**config.mk**
```make
export PLATFORM = sky130hd
export DESIGN_NAME = hti_merge
export DESIGN_NICKNAME = d
export VERILOG_FILES = /design/src/rtl/hti_pkg.sv /design/src/rtl/hti_merge.sv
export SDC_FILE = /design/constraint.sdc
export NUM_CORES = 2
export LEC_CHECK = 0
export BUFFER_PORTS_ARGS = -buffer_cell sky130_fd_sc_hd__buf_4
export CORE_UTILIZATION = 30
export CTS_BUF_LIST = sky130_fd_sc_hd__clkbuf_8
export DETAILED_ROUTE_END_ITERATION = 16
export SLEW_MARGIN = 5
export SYNTH_ARGS = -nofsm -noshare
export SYNTH_HDL_FRONTEND = slang
export SYNTH_SLANG_ARGS = --single-unit
```
**constraint.sdc**
```tcl
create_clock -name clk_i -period 4.2 [get_ports clk_i]
set_input_delay 0.84 -clock clk_i [delete_from_list [all_inputs] [get_ports clk_i]]
set_output_delay 0.84 -clock clk_i [all_outputs]
set_load 0.02 [all_outputs]
```
**src/rtl/hti_pkg.sv**
```systemverilog
// Shared constants and control types for the hex8 trilinear interpolator.
package hti_pkg;

  // Field formats
  localparam int unsigned COORD_WIDTH     = 16;     // Q2.14 natural coordinate
  localparam int unsigned COORD_ONE       = 16384;  // 1.0 in Q2.14
  localparam int unsigned FACTOR_WIDTH    = COORD_WIDTH + 1;  // 1 +- c, exact
  localparam int unsigned WEIGHT_WIDTH    = 48;     // triple factor product, exact
  localparam int unsigned WEIGHT_SPLIT    = 24;     // low half of weight for partials
  localparam int unsigned FRAC_SHIFT      = 45;     // Q3.45 weight -> Q15.16 result
  localparam int unsigned NUM_CORNERS     = 8;
  localparam int unsigned VALUE_WIDTH_DEF = 32;

  // Corner sign patterns, bit k set means the (1 + c) factor for corner k
  localparam logic [NUM_CORNERS-1:0] SIGN_X = 8'b0110_0110;
  localparam logic [NUM_CORNERS-1:0] SIGN_Y = 8'b1100_1100;
  localparam logic [NUM_CORNERS-1:0] SIGN_Z = 8'b1111_0000;

  // Pipeline depth
  localparam int unsigned LANE_STAGES  = 5;
  localparam int unsigned MERGE_STAGES = 4;
  localparam int unsigned PIPE_STAGES  = LANE_STAGES + MERGE_STAGES;

  // Per-stage load enables into a corner lane
  typedef struct packed {
    logic prod_xy;
    logic weight;
    logic part;
    logic split;
    logic sum;
  } lane_ctl_t;

  // Per-stage load enables into the merge tree
  typedef struct packed {
    logic pair;
    logic quad;
    logic total;
    logic result;
  } merge_ctl_t;

endpackage

```
**src/rtl/hti_merge.sv**
```systemverilog
// Merge tree: sums the eight lane products, rounds and saturates.
module hti_merge
  import hti_pkg::*;
#(
  parameter int unsigned VALUE_WIDTH = VALUE_WIDTH_DEF
) (
  input  logic                                       clk_i,
  input  merge_ctl_t                                 ctl_i,
  input  logic signed [WEIGHT_WIDTH+VALUE_WIDTH-1:0] prod_i [NUM_CORNERS],
  output logic signed [VALUE_WIDTH-1:0]              interp_value_o,
  output logic                                       saturated_o
);

  localparam int unsigned PW  = WEIGHT_WIDTH + VALUE_WIDTH;
  localparam int unsigned RW  = PW + 4;               // sum plus rounding carry
  localparam int unsigned SHW = RW - FRAC_SHIFT;      // rounded result width

  localparam logic [RW-1:0] HALF = RW'(1) << (FRAC_SHIFT - 1);
  localparam logic signed [VALUE_WIDTH-1:0] VMAX = {1'b0, {(VALUE_WIDTH-1){1'b1}}};
  localparam logic signed [VALUE_WIDTH-1:0] VMIN = {1'b1, {(VALUE_WIDTH-1){1'b0}}};

  // Level 1: pairs
  logic signed [PW:0] pair_q [4];

  always_ff @(posedge clk_i) begin
    if (ctl_i.pair) begin
      for (int i = 0; i < 4; i++) begin
        pair_q[i] <= (PW+1)'(prod_i[2*i]) + (PW+1)'(prod_i[2*i+1]);
      end
    end
  end

  // Level 2: quads
  logic signed [PW+1:0] quad_q [2];

  always_ff @(posedge clk_i) begin
    if (ctl_i.quad) begin
      for (int i = 0; i < 2; i++) begin
        quad_q[i] <= (PW+2)'(pair_q[2*i]) + (PW+2)'(pair_q[2*i+1]);
      end
    end
  end

  // Level 3: exact total
  logic signed [PW+2:0] total_q;

  always_ff @(posedge clk_i) begin
    if (ctl_i.total) begin
      total_q <= (PW+3)'(quad_q[0]) + (PW+3)'(quad_q[1]);
    end
  end

  // Round half up, drop fraction, clip to the value range
  logic signed [RW-1:0]          rnd;
  logic        [SHW-1:0]         shr;
  logic        [SHW-VALUE_WIDTH:0] top;
  logic                          fits;
  logic signed [VALUE_WIDTH-1:0] res_d;
  logic                          sat_d;

  assign rnd  = (RW)'(total_q) + $signed(HALF);
  assign shr  = rnd[RW-1:FRAC_SHIFT];
  assign top  = shr[SHW-1:VALUE_WIDTH-1];
  assign fits = (&top) | ~(|top);

  always_comb begin
    sat_d = ~fits;
    if (fits) begin
      res_d = $signed(shr[VALUE_WIDTH-1:0]);
    end else if (shr[SHW-1]) begin
      res_d = VMIN;
    end else begin
      res_d = VMAX;
    end
  end

  // Result register, doubles as the output stage
  logic signed [VALUE_WIDTH-1:0] res_q;
  logic                          sat_q;

  always_ff @(posedge clk_i) begin
    if (ctl_i.result) begin
      res_q <= res_d;
      sat_q <= sat_d;
    end
  end

  assign interp_value_o = res_q;
  assign saturated_o    = sat_q;

endmodule

```
==> summary by stage <==
Floorplan
The die is 408.3 µm tall. The I/O pin count is 678. The core region is 163300 µm². The die covers 166700 µm². The count of standard-cell rows is 148. For this configuration, the core starts out at a cell density of 0.3032. From left edge to right edge, the die measures 408.3 µm.

Synthesis
The number of nets produced by synthesis is 6678. In the synthesized netlist the async set-or-reset flop fraction comes to 0. Counting flops and latches in the post-synthesis netlist gives 560. The post-synthesis cell area is 49520 µm². During synthesis, Yosys emitted a total of 0 warnings.

The cell count after synthesis is 5463. The number of distinct library cells after synthesis is 104. The number of flops mapped to enable cells by yosys is 560. For this run, the register share of the synthesized area comes to 0.3396. The commonest register cell after synthesis is sky130_fd_sc_hd__edfxtp_1. A synthesized cell averages 9.064 µm².

Timing
The final period demand of the worst path is 4.087 ns. The max-slew violation count was 0. Measured against its own limit, the worst slew margin works out to 0.3076. The count of endpoints failing hold in the final timing report is 0.

In the finished design, the share of the clock period the worst path needs comes to 0.9732. The number of setup violations in the final report is 0. At the pin with the least slew margin, the transition time is 1.012 ns. After routing, the total negative slack on setup checks comes to 0 ns. The final hold slack is 0.3009 ns. Setup repair after global routing could not meet its margin everywhere. The fmax is 0.2447 GHz.

The final setup skew is 0.06502 ns.

Drt
For this block, the initial DRC count from the detailed router was 3163. The per-cell via count in the routed design is 5.245. Across all layers, the routed design uses 45926 vias.

The final layout contains routed wiring with a total length of 174400 µm. The post-route DRC violation count is 0. The length of the first detailed-routing pass in iterations is 8.

Dividing the detail-routed wire length by the instance count gives 19.91 µm. The detail route stage leaves a number of antenna-violating nets equal to 0.

Critical path
In this design, the stage delay of the slowest critical-path cell is 0.47 ns. In this design, the critical path's most frequently occurring cell is sky130_fd_sc_hd__a21oi_1. The slowest cell on the critical path is sky130_fd_sc_hd__edfxtp_1.

Together, buffers and inverters on the worst path number 0. At the worst endpoint, the required time is 4.72 ns. Traced cell by cell, the critical path runs through ha_1 > a21oi_1 > a21oi_1 > o21a_1 > a311oi_4 > a41o_1 > o31a_1 > o21ai_2 > a221o_2 > a31oi_1 > o21ai_1 > a21oi_1 > xnor2_1. The worst setup path is launched from a flip-flop. The critical setup path kind is flip-flop to flip-flop. Along the worst path, the maximum fanout reaches 7. The worst setup path is captured at a flip-flop. The cell family contributing the most delay on the critical path is compound AO/OA/AOI/OAI gates. The endpoint arrival time on the critical path is 4.60 ns.

Final layout
The final cell area excluding filler cells is 62280 µm². The most frequent standard cell in the layout excluding fill and tap cells is sky130_fd_sc_hd__buf_4. The number of fillers in the final layout is 16673. In the final layout, the share of cells above drive strength 1 is 0.2109. The sequential cell area in the final layout is 16820 µm². Compared with the post-synthesis result, the final layout area differs by 25.78%. At the end of the flow, the number of nets in the layout was 7704. The top cell types in the final layout, fill and taps aside, are sky130_fd_sc_hd__buf_4 (1149), sky130_fd_sc_hd__a21oi_1 (726), sky130_fd_sc_hd__ha_1 (561). The combined area of the multi-input logic cells is 31350 µm².

Run
The max-cap check violation count is 0.

Clock network
TritonCTS built the clock tree. In this run the clock root is driven by a sky130_fd_sc_hd__clkbuf_8. In this run the deepest clock path goes through 3 buffers. The clock buffer count from CTS is 99. The quantity of hold-fixing buffers added after cts is 0. The tree built by TritonCTS fans out to 560 sinks. The H-tree depth reported by CTS is 3. The clock-pin slew reported for the worst setup and hold paths after clock tree synthesis is 0.06 ns. The clock latency reported for the late side of the worst-skew pair is 0.84 ns.

GRT
The total overflow reported by the global router is 0. The via count of the first global-routing pass is 45684. Entering global routing, the biggest net connects 97 pins. The total routing resource utilization after global routing is 0.2012. The wire length of the first global-routing pass is 263400 µm.

The initial antenna violation count was 19.

Power and ir drop
Of the total power, the clock network draws 0.177. IR analysis of the VDD net gives a maximum drop of 0.0002445 V. Of the total power, combinational logic draws 0.511. The switching power total is 12.52 mW. For this design the static power due to leakage is 26.67 nW. The share of power burned in registers is 0.312. For this design the ratio of total power to cell area is 485.5 nW/µm².

Of the total power, the share spent switching nets is 0.4141. The internal portion of the total power is 17.72 mW.

Place
The HPWL after detailed placement is 144400 µm. In this run the tool buffered the top-level ports with 677 buffer cells. In this run the cell area measured after placement is 60090 µm². At the end of routability-driven placement, the weighted congestion stood at 0.9231.

Run status
The flow ran to the end, and the final reports show no timing, DRC or antenna violations.

Min path
The type of the tightest min-delay check is input pin to flip-flop.
-- metrics by stage --
stage	utilization	total power, mW	setup slack [ns]	instances
detailed placement	0.3679	24.72	-0.6002	8560
floorplan	-	19.13	0.1051	5463
global placement	0.3679	24.81	-0.6059	8560
global route	0.3813	32.48	-0.02762	8756
CTS	0.3804	30.43	0.03163	8740
finish	0.3813	30.24	0.1127	8756
-- cell type report --
cell class | count | area share
clock buffer | 99 | 0.02188
timing repair buffer | 1158 | 0.1412
multi-input combinational | 4525 | 0.5034
tap | 2175 | 0.04370
antenna | 14 | 0.0005625
clock inverter | 80 | 0.01051
inverter | 145 | 0.008739
sequential | 560 | 0.2700
-- worst reg2reg max path: cells and delay by family, from the launching register on --
family	cells	cell delay [ns]
AO/OA/AOI/OAI	11	2.76
adder cells (fa/ha/maj)	1	0.44
XOR/XNOR	1	0.10
flip-flops	1	0.47
-- power by group through the flow --
stage | logic (mW) | registers [mW] | clock network, mW
floorplan | 10.1 | 9.03 | 0
global placement | 15.3 | 9.53 | 0
detailed placement | 15.2 | 9.49 | 0
CTS | 15.4 | 9.43 | 5.59
global route | 17.1 | 9.57 | 5.79
finish | 15.5 | 9.43 | 5.36
-- worst paths after layout --
| kind | start | endpoint | slack, ns | depth (start not counted) |
|---|---|---|---|---|
| setup reg to reg | pair_q[3][8] | quad_q[0][156] | 0.11 | 13 |
| setup / recovery | pair_q[3][8] | quad_q[0][156] | 0.11 | 13 |
| hold reg to reg | pair_q[0][0] | quad_q[0][0] | 0.54 | 1 |
| hold / removal | prod_i[240] | pair_q[2][0] | 0.30 | 2 |
-- timing repair --
action,in CTS,in global routing
setup buffers,1,2
endpoints found under the setup margin,3,17
pin swaps,1,3
gates resized for setup,3,21
-- logic make-up (layout without fill, tap and decap cells) --
logic type | count (synthesis) | in the layout | share of synthesized area
xor+xnor | 527 | 527 | 0.09337
buf+inv | 378 | 1482 | 0.02951
compound gates | 1962 | 1962 | 0.2500
other cells | 0 | 14 | 0
flops | 560 | 560 | 0.3396
simple gates | 1465 | 1465 | 0.1424
mux | 1 | 1 | 0.0002022
fa+ha+maj | 570 | 570 | 0.1449
-- synth_stat cells (59+ instances only) --
cell type                  count  area [µm²]
sky130_fd_sc_hd__a21oi_1     729        3649
sky130_fd_sc_hd__ha_1        564        7057
sky130_fd_sc_hd__edfxtp_1    560       16820
sky130_fd_sc_hd__nand2_1     482        1809
sky130_fd_sc_hd__o21ai_0     336        1682
sky130_fd_sc_hd__xnor2_1     319        2794
sky130_fd_sc_hd__nor2_1      310        1164
sky130_fd_sc_hd__a21o_1      306        2297
sky130_fd_sc_hd__xor2_1      207        1813
sky130_fd_sc_hd__clkbuf_1    199       747.0
sky130_fd_sc_hd__nand4_1     189        1182
sky130_fd_sc_hd__inv_1       145       544.3
sky130_fd_sc_hd__nand3_1     114       570.6
sky130_fd_sc_hd__o21bai_1    110       825.8
sky130_fd_sc_hd__nor3_1       92       460.4
sky130_fd_sc_hd__a31oi_1      67       419.2
sky130_fd_sc_hd__o21a_1       59       442.9
-- routing by layer --
metal / vias up / GRT usage / part of all wire
met4: 2 / 0.07387 / 0.030
met1: 21658 / 0.2718 / 0.47
li1: 22721 / - / -
met5: - / 0 / 0.000069
met3: 267 / 0.02084 / 0.042
met2: 1278 / 0.3309 / 0.46
-- sequential cells by signal (all words and copies together) (netlist names) --
signal,cells
interp_value_o,32
pair_q,324
quad_q,164
saturated_o,1
total_q,39
No activity file was read; power rests on OpenSTA's default activity.
